$ cat src/msng_pkg.sv
// shared types, constants and the quarter-wave sine table of the signal generator
package msng_pkg;

  localparam int SINE_INDEX_BITS = 10;
  localparam int CHANNEL_COUNT   = 4;
  localparam int NUM_LANES       = 4;
  localparam int SAMPLE_W        = 16;
  localparam int CFG_W           = 64;
  localparam int CFG_IDX_W       = 3;
  localparam int SEED_W          = 32;
  localparam int ACC_W           = 32;
  localparam int CNT_W           = 32;
  localparam int NOISE_W         = 11;
  localparam int QUARTER         = 1 << (SINE_INDEX_BITS - 2);
  localparam int QIDX_W          = SINE_INDEX_BITS - 1;
  localparam int QDEPTH          = 4;
  localparam int QPTR_W          = 2;
  localparam int QCNT_W          = QPTR_W + 1;

  localparam logic [63:0] HALF_PI_Q30 = 64'd1686629713;

  typedef enum logic [CFG_IDX_W-1:0] {
    REG_DC_LEVELS     = 3'd0,
    REG_AMPLITUDES    = 3'd1,
    REG_FREQ_LOW_PAIR = 3'd2,
    REG_FREQ_HIGH_PAIR = 3'd3,
    REG_PHASE_OFFSETS = 3'd4,
    REG_NOISE_LEVELS  = 3'd5,
    REG_NOISE_SEED    = 3'd6
  } cfg_reg_t;

  typedef logic signed [SAMPLE_W-1:0] sample_t;
  typedef logic signed [NOISE_W-1:0]  noise_t;
  typedef logic [SINE_INDEX_BITS-1:0] phase_idx_t;

  typedef struct packed {
    logic [CFG_W-1:0] dc_levels;
    logic [CFG_W-1:0] amplitudes;
    logic [CFG_W-1:0] freq_lo;
    logic [CFG_W-1:0] freq_hi;
    logic [CFG_W-1:0] phase_offsets;
    logic [CFG_W-1:0] noise_levels;
  } cfg_t;

  typedef struct packed {
    logic              load;
    logic [SEED_W-1:0] value;
  } seed_load_t;

  // one classified sample handed from the front to the back
  typedef struct packed {
    logic [CNT_W-1:0]                 index;
    phase_idx_t [NUM_LANES-1:0]       phase;
    noise_t [NUM_LANES-1:0]           centred;
  } front_item_t;

  typedef logic [SAMPLE_W-1:0] qsine_tab_t [QUARTER+1];

  // quarter-wave table, odd taylor series in q30 scaled to q15
  function automatic qsine_tab_t build_qsine();
    qsine_tab_t  tab;
    logic [63:0] x;
    logic [63:0] x2;
    logic [63:0] t3;
    logic [63:0] t5;
    logic [63:0] t7;
    logic [63:0] t9;
    logic [63:0] r;
    logic [63:0] q;
    for (int k = 0; k <= QUARTER; k++) begin
      x  = (64'(k) * HALF_PI_Q30) >> (SINE_INDEX_BITS - 2);
      x2 = (x * x) >> 30;
      t3 = ((x * x2) >> 30) / 64'd6;
      t5 = ((t3 * x2) >> 30) / 64'd20;
      t7 = ((t5 * x2) >> 30) / 64'd42;
      t9 = ((t7 * x2) >> 30) / 64'd72;
      r  = x + t5 + t9 - t3 - t7;
      q  = (r * 64'd32767 + 64'd536870912) >> 30;
      if (q > 64'd32767) begin
        q = 64'd32767;
      end
      tab[k] = q[SAMPLE_W-1:0];
    end
    return tab;
  endfunction

  localparam qsine_tab_t QSINE_TAB = build_qsine();

endpackage

$ cat src/msng_front.sv
// front end: accepts ticks, steps counter, phase accumulators and noise generator
module msng_front (
  input  logic                    clk,
  input  logic                    rst_n,
  input  msng_pkg::cfg_t          cfg,
  input  msng_pkg::seed_load_t    seed_ld,
  input  logic                    push,
  input  logic                    restart,
  input  logic                    q_full,
  output logic                    q_wr,
  output msng_pkg::front_item_t   q_item
);
  import msng_pkg::*;

  localparam logic [9:0] NOISE_CENTRE = 10'd510;

  logic [ACC_W-1:0]  acc_r   [NUM_LANES];
  logic [ACC_W-1:0]  acc_nxt [NUM_LANES];
  logic [CNT_W-1:0]  cnt_r;
  logic [CNT_W-1:0]  cnt_nxt;
  logic [SEED_W-1:0] noise_r;
  logic [SEED_W-1:0] noise_nxt;
  logic [SEED_W-1:0] noise_chain;
  logic [CNT_W-1:0]  cnt_base;
  logic              accept;

  function automatic logic [SEED_W-1:0] xs_step(input logic [SEED_W-1:0] v);
    logic [SEED_W-1:0] t;
    t = v ^ (v << 13);
    t = t ^ (t >> 17);
    t = t ^ (t << 5);
    return t;
  endfunction

  assign accept   = push && !q_full;
  assign q_wr     = accept;
  assign cnt_base = restart ? '0 : cnt_r;
  assign cnt_nxt  = accept ? cnt_base + 1'b1 : cnt_r;

  always_comb begin
    logic [ACC_W-1:0]  base;
    logic [ACC_W-1:0]  phase;
    logic [ACC_W-1:0]  freq;
    logic [SEED_W-1:0] x;
    logic [9:0]        bsum;
    x = noise_r;
    q_item.index = cnt_base;
    for (int c = 0; c < NUM_LANES; c++) begin
      base  = restart ? '0 : acc_r[c];
      phase = base + {cfg.phase_offsets[16*c +: 16], 16'h0000};
      freq  = (c < 2) ? cfg.freq_lo[32*(c%2) +: 32] : cfg.freq_hi[32*(c%2) +: 32];
      q_item.phase[c]   = phase[ACC_W-1 -: SINE_INDEX_BITS];
      q_item.centred[c] = '0;
      acc_nxt[c]        = acc_r[c];
      if (c < CHANNEL_COUNT) begin
        // channels draw noise in ascending order
        x    = xs_step(x);
        bsum = 10'(x[7:0]) + 10'(x[15:8]) + 10'(x[23:16]) + 10'(x[31:24]);
        q_item.centred[c] = noise_t'($signed({1'b0, bsum}) - $signed({1'b0, NOISE_CENTRE}));
        if (accept) begin
          acc_nxt[c] = base + freq;
        end
      end
    end
    noise_chain = x;
  end

  always_comb begin
    noise_nxt = noise_r;
    if (seed_ld.load) begin
      noise_nxt = (seed_ld.value == '0) ? SEED_W'(1) : seed_ld.value;
    end else if (accept) begin
      noise_nxt = noise_chain;
    end
  end

  always_ff @(posedge clk) begin
    if (!rst_n) begin
      cnt_r   <= '0;
      noise_r <= SEED_W'(1);
      for (int c = 0; c < NUM_LANES; c++) begin
        acc_r[c] <= '0;
      end
    end else begin
      cnt_r   <= cnt_nxt;
      noise_r <= noise_nxt;
      for (int c = 0; c < NUM_LANES; c++) begin
        acc_r[c] <= acc_nxt[c];
      end
    end
  end

endmodule

$ cat config.mk
export PLATFORM = sky130hd
export DESIGN_NAME = msng_front
export DESIGN_NICKNAME = d
export VERILOG_FILES = /design/src/msng_pkg.sv /design/src/msng_front.sv
export SDC_FILE = /design/constraint.sdc
export NUM_CORES = 1
export LEC_CHECK = 0
export BUFFER_PORTS_ARGS = -buffer_cell sky130_fd_sc_hd__buf_2
export CORE_AREA = 3 3 207 209
export CTS_BUF_LIST = sky130_fd_sc_hd__clkbuf_16
export DETAILED_ROUTE_END_ITERATION = 8
export DIE_AREA = 0 0 210 212
export GPL_TIMING_DRIVEN = 0
export PLACE_DENSITY = 0.79
export SLEW_MARGIN = 20
export SYNTH_ARGS = -nofsm -noshare
export SYNTH_HDL_FRONTEND = slang
export SYNTH_SLANG_ARGS = --single-unit
$ cat constraint.sdc
create_clock -name clk -period 9.77 [get_ports clk]
set_input_delay 1.4655 -clock clk [delete_from_list [all_inputs] [get_ports clk]]
set_output_delay 1.4655 -clock clk [all_outputs]
set_load 0.005 [all_outputs]
* Word-level counts from Yosys, hierarchy flattened
Memory sizes are Yosys's and may differ from the RTL's.
Index checks and enable logic that the tools add are counted.
W data, S select, Z words.
** Operators by class
- Add/subtract/negate cells :: 25
- Reductions and logical operators :: 4
- Bitwise gates (word level) :: 16
- Divide/modulo/power cells :: 0
- $lt $le $gt $ge :: 0
- Equality and inequality tests :: 0
- Muxes and demuxes :: 18
- Shift operators :: 0
- $mul :: 0
** Operators with widths (count)
- $mux W32 :: 16
- $add A32 B32 Y32 :: 8
- $xor A32 B32 Y32 :: 8
- $xor A32 B15 Y32 :: 4
- $sub A10 B9 Y11 const B :: 4
- $add A10 B8 Y10 :: 4
- $add A9 B8 Y10 :: 4
- $add A8 B8 Y9 :: 4
- $add A32 B1 Y32 const B :: 1
- $logic_not A32 Y1 :: 1
- $or A1 B1 Y1 :: 4
- $mux W1 :: 2
- $reduce_bool A2 Y1 :: 1
- $logic_and A1 B1 Y1 :: 1
- $logic_not A1 Y1 :: 1
** Word-level totals
- Latch bits :: 0
- Memory bits (writable) :: 128
- Memories :: 1
- Bits in read-only memories :: 0
- Output and inout bits :: 117
- Logic and storage cells :: 66
- Input port bits :: 422
- Flip-flop bits (word level) :: 64
** Memories
- acc_r :: words 4, width 32, rd ports 4, clocked after memory_dff 0, wr ports 4, RTL line msng_front.sv:17 : logic [ACC_W-1:0] acc_r [NUM_LANES];

* Depth between registers and ports, before layout
Gate-level depths: netlist of the first run.
- Word-level depth :: 16
- Mapped depth :: 27
- Mapped depth without buffers :: 26

* Worst setup path before layout of the first run
No wires, ideal clock.
- Path type :: register to output
- Start point :: register noise_r[10]
- End point :: output port q_item[41] in the netlist's numbering
- Path buffers :: 0
- Data required time :: 8.305 ns
- Setup slack :: 2.828 ns
- Cell stages (with the launch flop) :: 26
- Data arrival time :: 5.476 ns
- Path through :: dfxtp_1 > xnor3_1 > xnor2_1 > xnor2_2 > xnor2_2 > xnor2_1 > xor2_1 > xnor2_2 > xor2_1 > xnor2_1 > xor2_1 > ha_1 > inv_1 > fa_1 > inv_1 > ha_1 > inv_1 > fa_1 > inv_1 > a21oi_1 > o21bai_1 > a21oi_1 > o21bai_1 > a21oi_1 > o21bai_1 > xor2_1
** RTL lines
- start, declared :: RTL line msng_front.sv:21 : logic [SEED_W-1:0] noise_r;
- start signal, assigned :: RTL line msng_front.sv:86 : noise_r <= noise_nxt;
- end, declared :: RTL line msng_front.sv:11 : output msng_pkg::front_item_t q_item

==> impl_metrics.toml, run 1 <==
[cts]
cts_sinks = 192
clkSlewWorstSetupHoldPaths_ps = 80
hold_buffers = 0
htreeDepth = 4
clk_latency_ps = 470
postCtsSetupRepairBufs = 0
numCtsBuffers = 17
ctsResizeCount = 0
root_buffer = "clkbuf_16"
cts_tree = "yes"
cts_buffer_depth = 2

[routing]
drt_drc_violations_left = 0
drtIter0Drc = 1324
antenna_left = 0
vias = 20943
wl_per_cell_um = 20.4
wl_mm = 73.9
vias_per_cell = 5.77
firstDrtPassIters = 6

[timing]
timing.fmax_mhz = 108
worst_clock_skew_ps = 12.0
finalCritPeriodShare_pct = 94.8
slew_headroom_pct = 32.9
hold_viol = 0
fin_crit_ps = 9260
rsz0062_at_grt = "no"
finalMaxSlewViolations = 0
tns_ps = 0
setup_violations = 0
tightestPinTransition_ps = 993

[layout]
layout-drive-gt1-share_pct = 14.8
syn2layout_area_growth_pct = 13.6
layout_commonest_cell = "buf_2"
fin_nets = 3783
layout_common_cells = "buf_2 (348), xnor2_1 (271), nand2_1 (263)"
utilization_pct = 60.6

[yosys]
synth_largest_area_cell = "dfxtp_1"
syn_inst = 2711
yosysWarningCount = 0
synthTopCellsByArea = "dfxtp_1 (18%), ha_1 (13%), xnor2_1 (11%)"
yosysUniqueCellTypes = 72
synth.yosys.seq_area_share_pct = 17.6
ys.flop_type = "dfxtp_1"
syn_avg_cell_area_um2 = 8.07
syn_nets = 3420
synth_edf_count = 0
synth_top_area_share_pct = 17.6
ys_ff_latch = 192
async_flop_share_pct = 0
syn_area_um2 = 21900

[placed_design]
io_buffers = 344
gp_congestion = 1.00
hpwl_mm = 60.7

[hold_path]
min_path_type = "register to register"

[run]
max_cap_viol_count = 0

[global_route]
grt_overflow = 0
grt_pass1_wl_mm = 113
grtUsageTotal_pct = 32.4
grt_max_degree = 18
antenna_found_initial = 16
grt_pass1_vias = 20968

[floorplanning]
start_util_pct = 53.4
boundaryPins = 539
die_x_um = 210
fp.dieArea_um2 = 44500
die_y_um = 212
rows = 74
core-area_um2 = 41000

[setup_path]
cp-end-kind = "output port"
start_kind = "register"
required_ps = 8300
cp_max_fo = 6
cp.arrival_ps = 7790
criticalPathCategory = "register to output port"

[outcome]
status = "finished clean"
[synth_stat cells (8+ instances only)]
cell type  count
ha_1         222
clkbuf_1      82
nand3b_1       8
a21o_1        61
inv_1        157
nand2b_1      24
o21bai_1      24
xnor2_1      272
nor3_1        46
fa_1          65
o31ai_1        9
and3_1        18
nand4_1       16
xnor2_2       26
nor4_1         8
nor2_1       187
a21oi_1      247
nand2_1      263
nor2b_1      178
or3_1         21
o21ai_0      103
nand3_1       61
and2_1         8
o21a_1        48
dfxtp_1      192
buf_1          8
o211ai_1      13
xnor2_4        8
xor2_2        15
xor2_1       142
a31oi_1       19
a211oi_1      36
[cell families after synthesis]
family / after synthesis / synth area share (%)
buffers and inverters: 260 / 4.61
muxes: 1 / 0.0457
and+or+nand+nor: 873 / 19.5
DFF: 192 / 17.6
xor gates and xnor gates: 476 / 22.0
adders and majority gates: 287 / 18.6
AOI/OAI and AO/OA: 622 / 17.6
[through the flow]
stage / cell area [um2] / setup slack (ps) / hold WS [ps] / std cells
after floorplan: 21900 / 2830 / 417 / 2711
after detailed placement: 24300 / 1090 / 436 / 3587
after global routing: 24900 / 204 / 467 / 3625
after global placement: 24300 / 1090 / 429 / 3587
after CTS: 24800 / 583 / 449 / 3618
final: 24900 / 512 / 447 / 3627
[sequential cells by signal, summed over array words and instances, names as in the netlist]
register	flops
cnt_r	32
noise_r	32
acc_r	128
[critical path, cell delays in order (launching register included)]
cell	delay (ps)
dfxtp_1	310
buf_2	280
xnor2_4	190
xor2_1	790
xnor2_2	290
xnor2_2	540
xnor2_1	250
xor2_1	390
xnor2_2	200
xor2_1	480
xnor2_1	260
xor2_1	210
ha_1	330
inv_1	80
fa_1	400
inv_1	70
ha_1	160
inv_1	70
fa_1	450
inv_1	70
a21oi_1	50
o21bai_1	190
a21oi_1	90
o21bai_1	230
a21oi_1	100
o21bai_1	190
xor2_1	430
buf_2	200
[routing by layer]
metal  GRT usage, %  vias to the layer above  part of all wire (%)
li1               -                     9964                     -
met1           38.9                     9894                    40
met2           56.3                      850                    47
met3           6.14                      219                   7.9
met4           15.2                       16                   5.0
met5              0                        -                  0.15
[worst paths after layout]
path | from | end | slack (ps) | cells after the start
max | noise_r[6] | q_item[41] | 510 | 27
min | acc_r[0][13] | acc_r[0][13] | 450 | 2
max reg2reg | noise_r[6] | noise_r[26] | 5250 | 12
min reg2reg | acc_r[0][13] | acc_r[0][13] | 450 | 2
[cell type report]
type,count,area [um2]
flip-flops and latches,192,3840
clock buffers,17,425
well taps,532,666
multi-input cells,2259,17000
clock inverters,14,131
repair buffers,344,1720
inverters,157,589
plain buffers,103,420
fillers,3710,16200
diodes,9,22.5
Power of run 1 is left out: the tool's default activity adds up to more than one toggle a clock period on the data nets, which glitch-free logic cannot reach.
==> run 2: changes to the inputs <==
Settings changed: ABC_AREA set to 1, CORE_AREA 3 3 207 209 to not set, CORE_MARGIN set to 3, CORE_UTILIZATION set to 60, DIE_AREA 0 0 210 212 to not set, PLACE_DENSITY 0.79 to 0.87.
==> impl_metrics.toml, run 2 <==
[yosys]
synth_commonest_cells = "nand2_1 (995), inv_1 (586), a21oi_1 (416)"
yosysUniqueCellTypes = 51
ys_ff_latch = 192
synth.yosys.seq_area_share_pct = 15.5
syn_nets = 4717
synth_largest_area_cell = "dfxtp_1"
synth_edf_count = 0
async_flop_share_pct = 0
syn_avg_cell_area_um2 = 6.18
syn_inst = 4008
ys.flop_type = "dfxtp_1"
yosysWarningCount = 0
synthTopCellsByArea = "dfxtp_1 (16%), nand2_1 (15%), ha_1 (11%)"
syn_area_um2 = 24800
synth_top_area_share_pct = 15.5
yosysMostFrequentCell = "nand2_1"

[cts]
clk_latency_ps = 460
cts_tree = "yes"
postCtsSetupRepairBufs = 0
root_buffer = "clkbuf_16"
ctsResizeCount = 0
cts_buffer_depth = 2
clkSlewWorstSetupHoldPaths_ps = 70
cts_sinks = 192
hold_buffers = 0
htreeDepth = 4
numCtsBuffers = 17

[timing]
slew_headroom_pct = 28.1
tightestPinTransition_ps = 1080
hold_viol = 0
finalMaxSlewViolations = 0
setup_violations = 0
tns_ps = 0
worst_clock_skew_ps = 11.4
timing.fmax_mhz = 120
fin_crit_ps = 8330
finalCritPeriodShare_pct = 85.2
rsz0062_at_grt = "no"

[layout]
layout-drive-gt1-share_pct = 13.9
syn2layout_area_growth_pct = 12.0
layout_common_cells = "nand2_1 (995), inv_1 (586), a21oi_1 (416)"
largest_reg_flops = 128
largest_registers = "acc_r: 128 flops, cnt_r: 32 flops, noise_r: 32 flops"
top_register = "acc_r"
fillerInstances = 3762
fin_nets = 5081
utilization_pct = 68.9
layout_commonest_cell = "nand2_1"
instances_no_fill = 4915

[floorplanning]
fp.dieArea_um2 = 43800
core-area_um2 = 40300
boundaryPins = 539
die_y_um = 209
rows = 73
die_x_um = 209
start_util_pct = 61.5

[setup_path]
cp.arrival_ps = 6860
start_kind = "input port"
criticalPathCategory = "input port to output port"
slowest_stage = "clkbuf_1"
crit_chain = "buf_2, clkbuf_1, clkbuf_1, clkbuf_1, clkbuf_1, clkbuf_1, nor2_1, ha_1, nand3_1, nand2_1, nand3_1, nand2_1, a21oi_1, o21bai_1, a21oi_1, o21ai_0, nand3_1, nand3_1, nand2_1, nand2_1, a21oi_1, xnor2_1, buf_2"
cp-end-kind = "output port"
cp_max_fo = 10
cp_common_cell = "clkbuf_1"
max_stage_delay_ps = 600
required_ps = 8300

[routing]
wl_mm = 84.6
drtIter0Drc = 2178
wl_per_cell_um = 17.2
antenna_left = 0
drt_drc_violations_left = 0
firstDrtPassIters = 8
vias = 27789
vias_per_cell = 5.65

[global_route]
grt_pass1_wl_mm = 132
grt_max_degree = 19
grtUsageTotal_pct = 37.3
grt_overflow = 0
antenna_found_initial = 12
grt_pass1_vias = 25894

[outcome]
status = "finished clean"

[placed_design]
gp_congestion = 1.01
io_buffers = 345
hpwl_mm = 70.7
dp.cells = 4878

[run]
max_cap_viol_count = 0

[hold_path]
min_path_type = "register to register"
==> run 2: changes by cell type in the layout (fill, tap and decap cells not counted), sizes merged, moves of 139 or more <==
cell	change
o21ai	+139
a21oi	+169
xnor2	-231
nor2b	-178
nand3	+242
nand2	+901
inv	+459
==> run 2: path summary, 6_finish.rpt <==
| kind | startpoint | slack (ps) | end | cells past startpoint |
|---|---|---|---|---|
| worst max register to register | acc_r[3][0] | 6070 | acc_r[3][26] | 21 |
| worst min register to register | acc_r[0][0] | 460 | acc_r[0][0] | 2 |
| worst min-delay path | acc_r[0][0] | 460 | acc_r[0][0] | 2 |
| worst max-delay path | restart | 1440 | q_item[70] | 23 |
==> run 2: worst max-delay path, delay by kind of cell <==
family                   cells  cell delay, ps
AND/OR/NAND/NOR              9             850
adder cells (fa/ha/maj)      1             310
buffers and inverters        7            2980
AO/OA/AOI/OAI                5             920
XOR/XNOR                     1             320
==> run 2: routing by layer <==
metal / wire, um / global-route usage [%]
met5: 87 / 0
met4: 4720 / 18.1
met3: 8220 / 8.02
met2: 37900 / 61.3
met1: 33700 / 46.4
==> run 2: logic make-up (layout without fill, tap and decap cells) <==
logic type                 count (synthesis)  count (layout)  synth area share, %
adders and majority gates                287             287                 16.5
DFF                                      192             192                 15.5
xor gates and xnor gates                 200             200                 7.45
and+or+nand+nor                         1824            1824                 32.2
other                                      0               5                    0
buffers and inverters                    699            1076                 10.6
AOI/OAI and AO/OA                        806             806                 17.8
==> run 2: through the flow <==
| step | cell area (um2) | setup slack, ps | hold slack (ps) |
|---|---|---|---|
| final | 27800 | 1440 | 455 |
| after CTS | 27700 | 1600 | 456 |
| after global placement | 27200 | 1720 | 443 |
| after detailed placement | 27200 | 1630 | 445 |
| after floorplan | 24800 | 3610 | 430 |
| after global routing | 27800 | 1160 | 473 |
==> run 2: layout make-up <==
cell class | count | area, um2 | area share (%)
multi-input combinational | 3117 | 18300 | 66.0
sequential | 192 | 3840 | 13.8
inverter | 617 | 2320 | 8.36
timing repair buffer | 345 | 1730 | 6.22
tap | 525 | 657 | 2.37
clock buffer | 17 | 425 | 1.53
buffer | 82 | 312 | 1.12
clock inverter | 15 | 151 | 0.545
antenna | 5 | 12.5 | 0.0451
Power of run 2 is left out for the same reason.
