<file path="src/msng_pkg.sv">
// shared types, constants and the quarter-wave sine table of the signal generator
package msng_pkg;

  localparam int SINE_INDEX_BITS = 10;
  localparam int CHANNEL_COUNT   = 4;
  localparam int NUM_LANES       = 4;
  localparam int SAMPLE_W        = 16;
  localparam int CFG_W           = 64;
  localparam int CFG_IDX_W       = 3;
  localparam int SEED_W          = 32;
  localparam int ACC_W           = 32;
  localparam int CNT_W           = 32;
  localparam int NOISE_W         = 11;
  localparam int QUARTER         = 1 << (SINE_INDEX_BITS - 2);
  localparam int QIDX_W          = SINE_INDEX_BITS - 1;
  localparam int QDEPTH          = 4;
  localparam int QPTR_W          = 2;
  localparam int QCNT_W          = QPTR_W + 1;

  localparam logic [63:0] HALF_PI_Q30 = 64'd1686629713;

  typedef enum logic [CFG_IDX_W-1:0] {
    REG_DC_LEVELS     = 3'd0,
    REG_AMPLITUDES    = 3'd1,
    REG_FREQ_LOW_PAIR = 3'd2,
    REG_FREQ_HIGH_PAIR = 3'd3,
    REG_PHASE_OFFSETS = 3'd4,
    REG_NOISE_LEVELS  = 3'd5,
    REG_NOISE_SEED    = 3'd6
  } cfg_reg_t;

  typedef logic signed [SAMPLE_W-1:0] sample_t;
  typedef logic signed [NOISE_W-1:0]  noise_t;
  typedef logic [SINE_INDEX_BITS-1:0] phase_idx_t;

  typedef struct packed {
    logic [CFG_W-1:0] dc_levels;
    logic [CFG_W-1:0] amplitudes;
    logic [CFG_W-1:0] freq_lo;
    logic [CFG_W-1:0] freq_hi;
    logic [CFG_W-1:0] phase_offsets;
    logic [CFG_W-1:0] noise_levels;
  } cfg_t;

  typedef struct packed {
    logic              load;
    logic [SEED_W-1:0] value;
  } seed_load_t;

  // one classified sample handed from the front to the back
  typedef struct packed {
    logic [CNT_W-1:0]                 index;
    phase_idx_t [NUM_LANES-1:0]       phase;
    noise_t [NUM_LANES-1:0]           centred;
  } front_item_t;

  typedef logic [SAMPLE_W-1:0] qsine_tab_t [QUARTER+1];

  // quarter-wave table, odd taylor series in q30 scaled to q15
  function automatic qsine_tab_t build_qsine();
    qsine_tab_t  tab;
    logic [63:0] x;
    logic [63:0] x2;
    logic [63:0] t3;
    logic [63:0] t5;
    logic [63:0] t7;
    logic [63:0] t9;
    logic [63:0] r;
    logic [63:0] q;
    for (int k = 0; k <= QUARTER; k++) begin
      x  = (64'(k) * HALF_PI_Q30) >> (SINE_INDEX_BITS - 2);
      x2 = (x * x) >> 30;
      t3 = ((x * x2) >> 30) / 64'd6;
      t5 = ((t3 * x2) >> 30) / 64'd20;
      t7 = ((t5 * x2) >> 30) / 64'd42;
      t9 = ((t7 * x2) >> 30) / 64'd72;
      r  = x + t5 + t9 - t3 - t7;
      q  = (r * 64'd32767 + 64'd536870912) >> 30;
      if (q > 64'd32767) begin
        q = 64'd32767;
      end
      tab[k] = q[SAMPLE_W-1:0];
    end
    return tab;
  endfunction

  localparam qsine_tab_t QSINE_TAB = build_qsine();

endpackage

</file>
<file path="src/msng_fifo.sv">
// short queue decoupling the front end from the arithmetic back end
module msng_fifo (
  input  logic                    clk,
  input  logic                    rst_n,
  input  logic                    wr_en,
  input  msng_pkg::front_item_t   wr_data,
  output logic                    full,
  input  logic                    rd_en,
  output logic                    rd_valid,
  output msng_pkg::front_item_t   rd_data
);
  import msng_pkg::*;

  front_item_t       mem [QDEPTH];
  logic [QPTR_W-1:0] wr_ptr_r;
  logic [QPTR_W-1:0] wr_ptr_nxt;
  logic [QPTR_W-1:0] rd_ptr_r;
  logic [QPTR_W-1:0] rd_ptr_nxt;
  logic [QCNT_W-1:0] cnt_r;
  logic [QCNT_W-1:0] cnt_nxt;

  assign full     = (cnt_r == QCNT_W'(QDEPTH));
  assign rd_valid = (cnt_r != '0);
  assign rd_data  = mem[rd_ptr_r];

  always_comb begin
    wr_ptr_nxt = wr_en ? wr_ptr_r + 1'b1 : wr_ptr_r;
    rd_ptr_nxt = rd_en ? rd_ptr_r + 1'b1 : rd_ptr_r;
    cnt_nxt    = cnt_r;
    if (wr_en && !rd_en) begin
      cnt_nxt = cnt_r + 1'b1;
    end else if (!wr_en && rd_en) begin
      cnt_nxt = cnt_r - 1'b1;
    end
  end

  always_ff @(posedge clk) begin
    if (wr_en) begin
      mem[wr_ptr_r] <= wr_data;
    end
  end

  always_ff @(posedge clk) begin
    if (!rst_n) begin
      wr_ptr_r <= '0;
      rd_ptr_r <= '0;
      cnt_r    <= '0;
    end else begin
      wr_ptr_r <= wr_ptr_nxt;
      rd_ptr_r <= rd_ptr_nxt;
      cnt_r    <= cnt_nxt;
    end
  end

endmodule

</file>
<file path="config.mk">
export PLATFORM = sky130hd
export DESIGN_NAME = msng_fifo
export DESIGN_NICKNAME = d
export VERILOG_FILES = /design/src/msng_pkg.sv /design/src/msng_fifo.sv
export SDC_FILE = /design/constraint.sdc
export NUM_CORES = 1
export LEC_CHECK = 0
export BUFFER_PORTS_ARGS = -buffer_cell sky130_fd_sc_hd__buf_2
export CORE_MARGIN = 3
export CORE_UTILIZATION = 59
export CTS_BUF_LIST = sky130_fd_sc_hd__clkbuf_8
export DETAILED_ROUTE_END_ITERATION = 6
export PLACE_DENSITY = 0.79
export SLEW_MARGIN = 25
export SYNTH_ARGS = -nofsm -noshare
export SYNTH_HDL_FRONTEND = slang
export SYNTH_SLANG_ARGS = --single-unit
</file>
<file path="constraint.sdc">
create_clock -name clk -period 4.95 [get_ports clk]
set_input_delay 0 -clock clk [delete_from_list [all_inputs] [get_ports clk]]
set_output_delay 0 -clock clk [all_outputs]
set_load 0.01 [all_outputs]
</file>
**Word-level counts from Yosys, hierarchy flattened**

Memories as Yosys holds them, arrays and structs flattened. A register that Yosys moved wholly into a read port is not among the register bits.
Cells that the tools add are included.

- Input bits: 120
- Flip-flop bits (word level): 7
- Memories: 1
- RAM bits: 464

- Eq/ne operators: 1
- Add/subtract/negate cells: 4
- Reductions and logical operators: 6
- Multiplexer cells: 6

Memories:

| memory | words | width | read ports | clocked after memory_dff | wr ports | RTL line | RTL |
|---|---|---|---|---|---|---|---|
| mem | 4 | 116 | 1 | 1 | 1 | msng_fifo.sv:14 | `front_item_t mem [QDEPTH];` |

Operators with widths:

| cell | count |
|---|---|
| $mux 3 | 2 |
| $add 2x1->2 const B | 2 |
| $mux 2 | 2 |
| $add 3x1->3 const B | 1 |
| $eq 3x3->1 const B | 1 |
| $reduce_bool 3->1 | 1 |
| $sub 3x1->3 const B | 1 |
| $logic_and 1x1->1 | 2 |
| $logic_not 1->1 | 2 |
| $mux 1 | 2 |
| $reduce_bool 2->1 | 1 |

**Depth between registers and ports, before layout**

Gate-level depths: netlist (run 1).

- Word-level depth: 4
- Depth in mapped cells: 7
- Depth with buffers taken out: 7

**Least setup slack after synthesis (run 1)**

Ideal clock, no wire load.

- Path kind: reg2reg
- Start point: register wr_ptr_r[0]
- End point: memory mem[0][0] in the netlist's numbering (enable)
- Cell stages (with the launch flop): 4
- Period minus slack after synthesis: 3.698 ns
- Data arrival time: 3.210 ns
- Required time: 4.462 ns
- Setup slack: 1.252 ns
- Path through: dfxtp_1 > inv_1 > ha_1 > and2_1

RTL lines:

| what | RTL line | RTL |
|---|---|---|
| from (decl) | msng_fifo.sv:15 | `logic [QPTR_W-1:0] wr_ptr_r;` |
| from (signal assigned) | msng_fifo.sv:49 | `wr_ptr_r <= wr_ptr_nxt;` |
| to (decl) | msng_fifo.sv:14 |  |

No word-level cell before the write port.

==> flow_summary.rst, run 1 <==
.. list-table::
   :header-rows: 1

   * - Metric
     - Value
   * - Final-stage net count
     - 1,194
   * - Count of warnings emitted by yosys
     - 0
   * - Die Footprint
     - 31,200 sq um
   * - Maximum single-stage delay on the critical path
     - 0.87 ns
   * - Crit. path cell count
     - 3
   * - Bufs and invs on worst path
     - 2
   * - Nature of the critical path startpoint
     - flip-flop
   * - Family with the most delay on the worst path
     - flip-flops
   * - Critical Path RT
     - 4.95 ns
   * - Area of the placeable core
     - 28,200 sq um
   * - Die outline height
     - 177 microns
   * - Proportion of layout cells with a drive suffix above 1
     - 40.9%
   * - Library cell with the highest instance count after synthesis
     - sky130_fd_sc_hd__edfxtp_1
   * - Primary FF master, synth
     - sky130_fd_sc_hd__edfxtp_1
   * - Aggregate global routing overflow
     - 0
   * - H-tree levels
     - 3
   * - Number of core rows
     - 61
   * - Routed Antenna Nets
     - 0
   * - Via count of the first global-routing pass
     - 8,774
   * - Mean routed wirelength per cell
     - 21.8 microns
   * - Clock-pin slew reported for the worst setup and hold paths after clock tree synthesis
     - 0.06 ns
   * - Synthesized instance count
     - 649
   * - Clock network latency to the later pin of the worst-skew pair
     - 0.59 ns
   * - Synth area leaders
     - sky130_fd_sc_hd__edfxtp_1 (81%), sky130_fd_sc_hd__mux4_2 (15%), sky130_fd_sc_hd__dfxtp_1 (1.1%), sky130_fd_sc_hd__buf_6 (0.39%), sky130_fd_sc_hd__buf_2 (0.38%)
   * - Number of antenna violations at the first check in global routing
     - 3
   * - Sequential share of the synthesized area
     - 82.3%
   * - Largest net degree at the start of global routing
     - 69
   * - Register bit count reported by yosys
     - 473
   * - Final Cycle Share
     - 57.0%
   * - Worst Path Class, Setup
     - flip-flop to output port
   * - Synth cell types
     - 19
   * - Worst setup timing slack at the placement stage
     - 2.57 ns
   * - Area growth, synth to finish
     - 24.6%
   * - Placed wire-length estimate after detailed placement
     - 18.8 mm
   * - Post-CTS setup repair buffer count
     - 0
   * - Number of sinks handled by clock tree synthesis
     - 473
   * - Upper clock frequency limit
     - 354 MHz
   * - Cell breakdown of the critical path
     - buf_4 -> mux4_2 -> buf_2
   * - Kind of end point of the critical path
     - output port
   * - Drc violations
     - 0
   * - Worst endpoint data arrival time
     - 2.82 ns
   * - Setup repair after global routing missed its margin
     - no
   * - Violation count after the first detailed-route iteration
     - 738
   * - CTS max path bufs
     - 3
   * - Worst ir drop on vdd
     - 0.241 mV
   * - Transition time at the pin with the least slew margin
     - 0.984 ns
   * - Avg Synthesized Cell Area
     - 26.4 sq um
   * - Fraction of synthesized cell area taken by the top area cell type
     - 81.2%
   * - Final Skew
     - 0.0264 ns
   * - Leakage power
     - 7.43 nW
   * - Number of max-slew violations in the final report
     - 0
   * - Tmin final
     - 2.82 ns
   * - Via total after detailed routing
     - 8,413
   * - Most frequent cells after synthesis
     - sky130_fd_sc_hd__edfxtp_1 (464), sky130_fd_sc_hd__mux4_2 (116), sky130_fd_sc_hd__buf_2 (13)
   * - Most area-hungry cell type in the Yosys netlist
     - sky130_fd_sc_hd__edfxtp_1
   * - Clock Tree Root
     - sky130_fd_sc_hd__clkbuf_8
   * - Final number of setup-violating endpoints
     - 0
   * - Slew headroom
     - 34.4%
   * - Final Hold Vio Count
     - 0
   * - Hold-fix buffer count after cts
     - 119
   * - Post-route setup TNS
     - 0 ns
   * - Largest fanout on the critical path
     - 40
   * - Cell area after synthesis
     - 17,200 sq um
   * - Number of CTS-inserted buffers
     - 74
   * - Maxcap violations
     - 0
   * - Reg2Reg Depth
     - 4
   * - Overall routed net length
     - 32.9 mm
   * - Number of cells on the worst hold path
     - 2
   * - PnR worst setup slack
     - 2.13 ns
   * - First-pass detailed-route iteration total
     - 4
   * - Number of nets produced by synthesis
     - 775
   * - Starting density of the core
     - 60.7%
   * - PortBufs
     - 237
   * - Hold Crit Class
     - input port to flip-flop
   * - Slowest cell on the critical path
     - sky130_fd_sc_hd__dfxtp_4
   * - Number of enable-type register cells in the synthesized netlist
     - 464
   * - Horiz. Die Dim
     - 177 microns
   * - TritonCTS clock tree
     - built
   * - Post-DR vias/cell
     - 5.58
   * - All-Layer GR Usage
     - 21.6%
   * - Fraction of registers with async set or reset after synthesis
     - 0%
   * - Global-route wire length before repair
     - 50.4 mm
   * - Run status
     - complete, no violations
   * - Count of cells resized by post-cts repair
     - 0
   * - Total Power Consumption
     - 8.57 mW
   * - P per Cell Area
     - 401 nW/um^2
   * - Final RePlAce weighted congestion
     - 0.724
   * - Top-level port count
     - 238
-- metal layers --
| layer | vias up | track usage (%) | part of all wire, % |
|---|---|---|---|
| met2 | 391 | 33.7 | 49 |
| met3 | 52 | 5.18 | 8.6 |
| met5 | - | 0 | 0 |
| met1 | 4319 | 31.2 | 41 |
| li1 | 3651 | - | - |
| met4 | 0 | 6.38 | 1.7 |
-- state kept, by name, indices dropped and copies added, names as in the netlist, named ones only --
signal,count
cnt_r,3
mem,464
rd_ptr_r,2
wr_ptr_r,2
-- final timing paths --
kind,slack (ns),start,end
worst max-delay path,2.13,flip-flop,rd_data[6]
worst min-delay path,0.16,wr_data[108],mem[3][108]
worst min register to register,0.52,cnt_r[2],cnt_r[2]
worst max register to register,2.62,wr_ptr_r[0],mem[2][39]
-- final cells by class --
cell class	instances	area [sq um]
flip-flops and latches	473	14100
fillers	1563	6870
multi-input cells	146	2870
repair buffers	369	2500
clock buffers	77	1060
well taps	378	473
clock inverters	58	319
inverters	4	15.0
diodes	3	7.51
-- kinds of logic (layout without fill, tap and decap cells) --
family / Yosys count / count (layout) / synth area share (%)
AO/OA/AOI/OAI: 2 / 2 / 0.0729
XOR/XNOR: 5 / 5 / 0.255
adder cells (fa/ha/maj): 6 / 6 / 0.481
buffers and inverters: 30 / 508 / 1.01
flip-flops: 473 / 473 / 82.3
multiplexers: 118 / 118 / 15.3
other: 0 / 3 / 0
AND/OR/NAND/NOR: 15 / 15 / 0.540
-- per-stage QoR --
step / cell area (sq um) / hold slack (ns) / util [%] / std cells
finish: 21400 / 0.161 / 75.7 / 1508
global route: 21400 / 0.132 / 75.7 / 1508
CTS: 21300 / 0.109 / 75.6 / 1504
detailed placement: 18800 / 0.215 / 66.5 / 1250
global placement: 18800 / 0.213 / 66.5 / 1250
floorplan: 17200 / 0.0989 / - / 649
-- worst register-to-register path, stage by stage, from the launching register on --
cell and delay [ns]:
sky130_fd_sc_hd__dfxtp_1 0.34, sky130_fd_sc_hd__inv_1 0.10, sky130_fd_sc_hd__ha_1 0.15, sky130_fd_sc_hd__and2_4 0.78, sky130_fd_sc_hd__buf_4 0.58
-- cell usage in the layout (no fill, tap or decap), drive strengths merged --
cell | synthesis | layout
a21boi | 1 | 1
nor3b | 1 | 1
and2 | 9 | 9
edfxtp | 464 | 464
fa | 1 | 1
ha | 5 | 5
bufinv | 0 | 2
mux2i | 2 | 2
or3 | 2 | 2
xnor2 | 2 | 2
clkbuf | 7 | 77
nand2 | 1 | 1
diode | 0 | 3
clkinvlp | 0 | 2
xor2 | 3 | 3
nor2b | 2 | 2
buf | 19 | 250
dlygate4sd3 | 0 | 119
clkinv | 0 | 19
o21ai | 1 | 1
dfxtp | 9 | 9
mux4 | 116 | 116
inv | 4 | 39
-- power by group --
group / total [mW] / switching [mW] / internal (mW)
clock network: 3.01 / 1.44 / 1.56
registers: 4.68 / 0.0788 / 4.60
logic: 0.880 / 0.443 / 0.437
total: 8.57 / 1.97 / 6.60
Note: power is estimated with default switching activity, not from simulation.
==> run 2: changes to the inputs <==
Settings changed: ABC_AREA set to 1, CORE_UTILIZATION 59 to 54, PLACE_DENSITY 0.79 to 0.75.
Clock period 4.95 ns to 2.4 ns, I/O delays scaled along.
==> run 2 against run 1 <==
Net effect:
- area after synthesis increased by 3.0%
- count of clock-buffer cells in the layout decreased by 1
- non-clock buffer count increased by 14
- worst hold slack improved by 0.0068 ns
- clock skew decreased by 0.0053 ns
- critical path type unchanged
- largest cell class unchanged
- largest power group unchanged
==> flow_summary.rst, run 2 <==
.. list-table::
   :header-rows: 1

   * - Metric
     - Value
   * - Run status
     - complete, no violations
   * - Horiz. Die Dim
     - 187 microns
   * - Worst endpoint data arrival time
     - 2.28 ns
   * - Post-DR vias/cell
     - 5.58
   * - Top-level port count
     - 238
   * - Final cell count without fillers
     - 2,051
   * - Overall routed net length
     - 41.2 mm
   * - First-pass detailed-route iteration total
     - 5
   * - Global-route wire length before repair
     - 63.9 mm
   * - Largest fanout on the critical path
     - 40
   * - Number of sinks handled by clock tree synthesis
     - 473
   * - Die outline height
     - 187 microns
   * - Setup repair after global routing missed its margin
     - no
   * - All-Layer GR Usage
     - 23.1%
   * - Register bank with the most flops
     - mem
   * - Library cell with the highest instance count after synthesis
     - sky130_fd_sc_hd__edfxtp_1
   * - Leakage power
     - 7.77 nW
   * - Mean routed wirelength per cell
     - 20.1 microns
   * - Clock network latency to the later pin of the worst-skew pair
     - 0.59 ns
   * - Routed met1 length
     - 16.6 mm
   * - Cell count after placement
     - 1,801
   * - TritonCTS clock tree
     - built
   * - Via total after detailed routing
     - 11,500
   * - Proportion of layout cells with a drive suffix above 1
     - 22.8%
   * - Sequential share of the synthesized area
     - 79.9%
   * - Tmin final
     - 2.28 ns
   * - Filler cells
     - 2,135
   * - Cell area after synthesis
     - 17,700 sq um
   * - Via count of the first global-routing pass
     - 11,800
   * - Area of the placeable core
     - 31,900 sq um
   * - Most frequent cells after synthesis
     - sky130_fd_sc_hd__edfxtp_1 (464), sky130_fd_sc_hd__nor2_1 (238), sky130_fd_sc_hd__o21ai_0 (167)
   * - Die Footprint
     - 34,900 sq um
   * - Seq pwr share
     - 54.6%
   * - Number of core rows
     - 65
   * - Worst Path Class, Setup
     - flip-flop to output port
   * - Critical Path RT
     - 2.40 ns
   * - Most area-hungry cell type in the Yosys netlist
     - sky130_fd_sc_hd__edfxtp_1
   * - Transition time at the pin with the least slew margin
     - 0.647 ns
   * - Final-stage net count
     - 1,690
   * - Worst hold slack
     - 0.167 ns
   * - Routed Antenna Nets
     - 0
   * - Placed wire-length estimate after detailed placement
     - 21.6 mm
   * - P_int
     - 13.3 mW
   * - Number of CTS-inserted buffers
     - 74
   * - Worst ir drop on vdd
     - 0.541 mV
   * - Hold Crit Class
     - input port to flip-flop
   * - Number of flip-flops in the largest register
     - 464
   * - Met2 routed wirelength
     - 20.1 mm
   * - Number of max-slew violations in the final report
     - 0
   * - Fraction of synthesized cell area taken by the top area cell type
     - 78.9%
   * - Synth area leaders
     - sky130_fd_sc_hd__edfxtp_1 (79%), sky130_fd_sc_hd__nor2_1 (5.1%), sky130_fd_sc_hd__o21ai_0 (4.7%), sky130_fd_sc_hd__o22ai_1 (4.1%), sky130_fd_sc_hd__o21ai_1 (2.0%)
   * - Final Cycle Share
     - 94.9%
   * - Kind of end point of the critical path
     - output port
   * - Final design area excluding fillers
     - 21,800 sq um
   * - Met3 WL
     - 3.46 mm
   * - Combinational Power Share
     - 10.6%
   * - Total placed instance area
     - 19,200 sq um
   * - Starting density of the core
     - 55.4%
   * - Violation count after the first detailed-route iteration
     - 1,051
   * - Final Hold Vio Count
     - 0
   * - Biggest regs
     - mem: 464 flops, cnt_r: 3 flops
   * - Most frequent cells in the layout
     - sky130_fd_sc_hd__edfxtp_1 (464), sky130_fd_sc_hd__nor2_1 (238), sky130_fd_sc_hd__buf_2 (237)
   * - Count of warnings emitted by yosys
     - 0
   * - Nature of the critical path startpoint
     - flip-flop
   * - Fraction of registers with async set or reset after synthesis
     - 0%
   * - Total Power Consumption
     - 17.5 mW
   * - Drc violations
     - 0
   * - Final Skew
     - 0.0210 ns
   * - Number of enable-type register cells in the synthesized netlist
     - 464
   * - P per Cell Area
     - 802 nW/um^2
   * - Upper clock frequency limit
     - 439 MHz
   * - Area growth, synth to finish
     - 23.5%
   * - Clock Tree Root
     - sky130_fd_sc_hd__clkbuf_8
   * - Number of nets produced by synthesis
     - 1,307
   * - Slew headroom
     - 56.8%
   * - Hold Startpoint
     - wr_data[14]
   * - Clock-pin slew reported for the worst setup and hold paths after clock tree synthesis
     - 0.06 ns
   * - Share of total power consumed by net switching
     - 24.1%
   * - Primary FF master, synth
     - sky130_fd_sc_hd__edfxtp_1
   * - Aggregate global routing overflow
     - 0
   * - Startpoint of the most critical register-to-register path
     - wr_ptr_r[1]
   * - PortBufs
     - 237
   * - Number of antenna violations at the first check in global routing
     - 3
   * - H-tree levels
     - 3
   * - Final RePlAce weighted congestion
     - 0.774
   * - Commonest non-fill, non-tap cell in the layout
     - sky130_fd_sc_hd__edfxtp_1
   * - Final number of setup-violating endpoints
     - 0
   * - Maxcap violations
     - 0
   * - Largest net degree at the start of global routing
     - 106
   * - Switching component of the power
     - 4.21 mW
   * - Avg Synthesized Cell Area
     - 15.0 sq um
   * - Register bit count reported by yosys
     - 473
   * - Clk pwr share
     - 34.8%
   * - Synthesized instance count
     - 1,181
   * - Topmost layer with routed signal wires
     - met5
   * - CTS max path bufs
     - 3
   * - Synth cell types
     - 22
run 2: what timing repair did:
action | CTS | global route
gates resized for setup | 4 | 2
endpoints found under the setup margin | 22 | 31
hold endpoints to repair | 473 | 0
buffers inserted | 0 | 1
pin swaps | 0 | 0
gates cloned | 1 | 0
hold buffers | 120 | 0
run 2: cells by family after synthesis:
group           count (synthesis)  share of synthesized area, %
fa+ha+maj                       6                         0.467
buf+inv                        93                          3.31
compound gates                358                          11.0
flops                         473                          79.9
simple gates                  251                          5.36
run 2: path summary, 6_finish.rpt:
kind / cells after the start / slack [ns] / to
hold / removal: 2 / 0.17 / mem[2][14]
hold reg to reg: 1 / 0.44 / flip-flop
setup / recovery: 4 / 0.12 / rd_data[46]
setup reg to reg: 5 / 0.76 / mem[1][24]
run 2: metal layers:
metal | vias up | global-route usage [%]
li1 | 5238 | -
met1 | 5626 | 30.3
met2 | 502 | 38.2
met3 | 85 | 5.90
met4 | 2 | 7.79
met5 | - | 0
run 2: critical path, cell delays in order (launching register included):
cell	delay (ns)
sky130_fd_sc_hd__dfxtp_4	0.66
sky130_fd_sc_hd__buf_6	0.34
sky130_fd_sc_hd__o21ai_0	0.16
sky130_fd_sc_hd__o22ai_1	0.30
sky130_fd_sc_hd__buf_2	0.20
run 2: metrics by stage:
step	util [%]	setup slack (ns)	TNS (ns)
2_1_floorplan	-	-0.305	-136.54
3_3_place_gp	60.3	0.587	0
3_5_place_dp	60.3	0.540	0
4_1_cts	68.3	0.0231	0
5_1_grt	68.4	0.0118	0
6_report	68.4	0.122	0
run 2: layout make-up:
class / count / area, sq um / area share, %
Antenna cell: 3 / 7.51 / 0.0344
Clock buffer: 76 / 1050 / 4.80
Clock inverter: 49 / 268 / 1.23
Inverter: 17 / 100 / 0.459
Multi-Input combinational cell: 615 / 2980 / 13.7
Sequential cell: 473 / 14100 / 64.8
Tap cell: 435 / 544 / 2.50
Timing Repair Buffer: 383 / 2740 / 12.6
run 2: power groups by stage:
stage                     registers [mW]  logic, mW  clock network (mW)
after CTS                           9.56       1.83                6.19
after detailed placement            9.72       1.64                   0
after global routing                9.58       2.01                6.60
after floorplan                     9.70      0.943                   0
final                               9.56       1.85                6.09
after global placement              9.71       1.60                   0
==> run 3: changes to the inputs <==
Settings changed: CORE_ASPECT_RATIO set to 0.6.
==> run 3 against run 2 <==
Net effect:
- design area decreased by 0.83%
- worst setup slack got worse by 0.0041 ns
- fmax down 0.18%
- worst hold slack worse by 0.013 ns
- largest cell class unchanged
==> flow_summary.rst, run 3 (synthesis gave the netlist of run 2 again) <==
.. list-table::
   :header-rows: 1

   * - Metric
     - Value
   * - Nature of the critical path startpoint
     - flip-flop
   * - Via total after detailed routing
     - 11,200
   * - Number of cells on the worst hold path
     - 2
   * - Largest net degree at the start of global routing
     - 131
   * - Worst setup timing slack at the placement stage
     - 0.746 ns
   * - Final design area excluding fillers
     - 21,600 sq um
   * - Area of the placeable core
     - 31,700 sq um
   * - P per Cell Area
     - 786 nW/um^2
   * - Aggregate global routing overflow
     - 0
   * - Tmin final
     - 2.28 ns
   * - Leakage power
     - 7.66 nW
   * - Starting density of the core
     - 55.7%
   * - Slew headroom
     - 60.0%
   * - All-Layer GR Usage
     - 22.9%
   * - Maximum single-stage delay on the critical path
     - 0.39 ns
   * - Global-route wire length before repair
     - 62.0 mm
   * - Clock Tree Root
     - sky130_fd_sc_hd__clkbuf_8
   * - Area occupied by multi-input gates
     - 2980 sq um
   * - Final Hold Vio Count
     - 0
   * - Biggest regs
     - mem: 464 flops, cnt_r: 3 flops
   * - Family with the most delay on the worst path
     - buffers and inverters
   * - Endpoint, Worst Hold
     - mem[3][98]
   * - Setup repair after global routing missed its margin
     - no
   * - Slowest cell on the critical path
     - sky130_fd_sc_hd__inv_8
   * - Final number of setup-violating endpoints
     - 0
   * - Startpoint of the most critical register-to-register path
     - wr_ptr_r[0]
   * - PnR worst setup slack
     - 0.118 ns
   * - Area growth, synth to finish
     - 22.5%
   * - Final Util
     - 68.2%
   * - Maxcap violations
     - 0
   * - TritonCTS clock tree
     - built
   * - Number of sinks handled by clock tree synthesis
     - 473
   * - Worst endpoint data arrival time
     - 2.28 ns
   * - Capture point of the worst reg-to-reg path
     - mem[0][79]
   * - Final Skew
     - 0.0155 ns
   * - Top-level port count
     - 238
   * - Number of core rows
     - 50
   * - Hold Crit Class
     - input port to flip-flop
   * - Die Footprint
     - 35,000 sq um
   * - Number of antenna violations at the first check in global routing
     - 0
   * - Hold Startpoint
     - wr_data[98]
   * - Violation count after the first detailed-route iteration
     - 990
   * - PortBufs
     - 237
   * - Worst ir drop on vdd
     - 0.478 mV
   * - Final Cycle Share
     - 95.1%
   * - Die outline height
     - 146 microns
   * - Bufs and invs on worst path
     - 3
   * - Horiz. Die Dim
     - 239 microns
   * - Critical Path RT
     - 2.40 ns
   * - Filler cells
     - 2,136
   * - Final-stage net count
     - 1,682
   * - Setup slack of the most critical reg-to-reg path
     - 0.78 ns
   * - Post-DR vias/cell
     - 5.54
   * - Proportion of layout cells with a drive suffix above 1
     - 22.5%
   * - First-pass detailed-route iteration total
     - 5
   * - Commonest non-fill, non-tap cell in the layout
     - sky130_fd_sc_hd__edfxtp_1
   * - Placed wire-length estimate after detailed placement
     - 22.3 mm
   * - Transition time at the pin with the least slew margin
     - 0.600 ns
   * - Worst hold slack
     - 0.154 ns
   * - Clock network latency to the later pin of the worst-skew pair
     - 0.60 ns
   * - Run status
     - complete, no violations
   * - Number of flip-flops in the largest register
     - 464
   * - Reg2Reg Depth
     - 5
   * - Final RePlAce weighted congestion
     - 0.768
   * - Total area of sequential cells
     - 14,100 sq um
   * - Upper clock frequency limit
     - 438 MHz
   * - CTS max path bufs
     - 3
   * - Cell breakdown of the critical path
     - inv_8 -> buf_12 -> nor2_1 -> o22ai_1 -> buf_2
   * - Register bank with the most flops
     - mem
   * - Number of CTS-inserted buffers
     - 68
   * - Total placed instance area
     - 19,300 sq um
   * - Cell count after placement
     - 1,783
   * - Kind of end point of the critical path
     - output port
   * - H-tree levels
     - 3
   * - Most frequent cells in the layout
     - sky130_fd_sc_hd__edfxtp_1 (464), sky130_fd_sc_hd__nor2_1 (238), sky130_fd_sc_hd__buf_2 (237)
   * - Mean routed wirelength per cell
     - 19.8 microns
   * - Via count of the first global-routing pass
     - 11,100
   * - Number of max-slew violations in the final report
     - 0
   * - Clock-pin slew reported for the worst setup and hold paths after clock tree synthesis
     - 0.07 ns
   * - Post-route setup TNS
     - 0 ns
   * - Drc violations
     - 0
   * - Overall routed net length
     - 40.0 mm
   * - Routed Antenna Nets
     - 0
   * - Worst Path Class, Setup
     - flip-flop to output port
   * - Final cell count without fillers
     - 2,021
   * - Total Power Consumption
     - 17.0 mW
   * - Largest fanout on the critical path
     - 87
run 3: changes by cell type in the layout (fill, tap and decap cells not counted), moves of 2 or more:
cell and delta:
sky130_fd_sc_hd__clkinv_1 +6, sky130_fd_sc_hd__inv_1 -7, sky130_fd_sc_hd__diode_2 -2, sky130_fd_sc_hd__buf_12 +5, sky130_fd_sc_hd__clkbuf_8 -5, sky130_fd_sc_hd__clkinv_2 +3
sky130_fd_sc_hd__bufinv_16 -2, sky130_fd_sc_hd__buf_4 -2, sky130_fd_sc_hd__buf_6 -2
run 3: final cells by class:
class	instances	area share, %
flip-flops and latches	473	65.3
repair buffers	381	12.6
diodes	1	0.0116
clock inverters	47	0.925
well taps	416	2.41
multi-input cells	615	13.8
inverters	17	0.422
clock buffers	71	4.52
run 3: worst max-delay path by stage:
stage                     cells after the start  slack [ns]         from      endpoint
after floorplan                               4       -0.31  wr_ptr_r[0]     mem[0][0]
after CTS                                     4        0.07    flip-flop  rd_data[101]
after global placement                        5        0.75    flip-flop  rd_data[115]
final                                         5        0.12    flip-flop   rd_data[60]
after detailed placement                      4        0.75    flip-flop  rd_data[101]
after global routing                          4       0.006    flip-flop  rd_data[103]
run 3: what timing repair did:
action                                  4_1_cts  5_1_grt
endpoints found under the hold margin       475        0
endpoints found under the setup margin        0        3
gates resized for setup                       0        2
setup buffers                                 0        0
hold buffers                                119        0
run 3: layer usage:
layer  vias up  GRT usage (%)  share of wire, %
met5         -              0                 0
met4         0           6.58               1.8
met3        62           5.46               7.6
met2       433           35.3                47
met1      5470           33.1                43
li1       5228              -                 -
run 3: worst register-to-register path: stages (launching register included):
cell and delay (ns):
sky130_fd_sc_hd__dfxtp_2 0.34, sky130_fd_sc_hd__inv_2 0.08, sky130_fd_sc_hd__ha_2 0.17, sky130_fd_sc_hd__nand2_2 0.06, sky130_fd_sc_hd__clkinvlp_4 0.09, sky130_fd_sc_hd__buf_4 0.50
run 3: report_power, final:
part           internal [mW]  switching (mW)  total (mW)
clock network           2.74            2.90        5.65
registers               9.44          0.0920        9.53
logic                  0.679            1.15        1.83
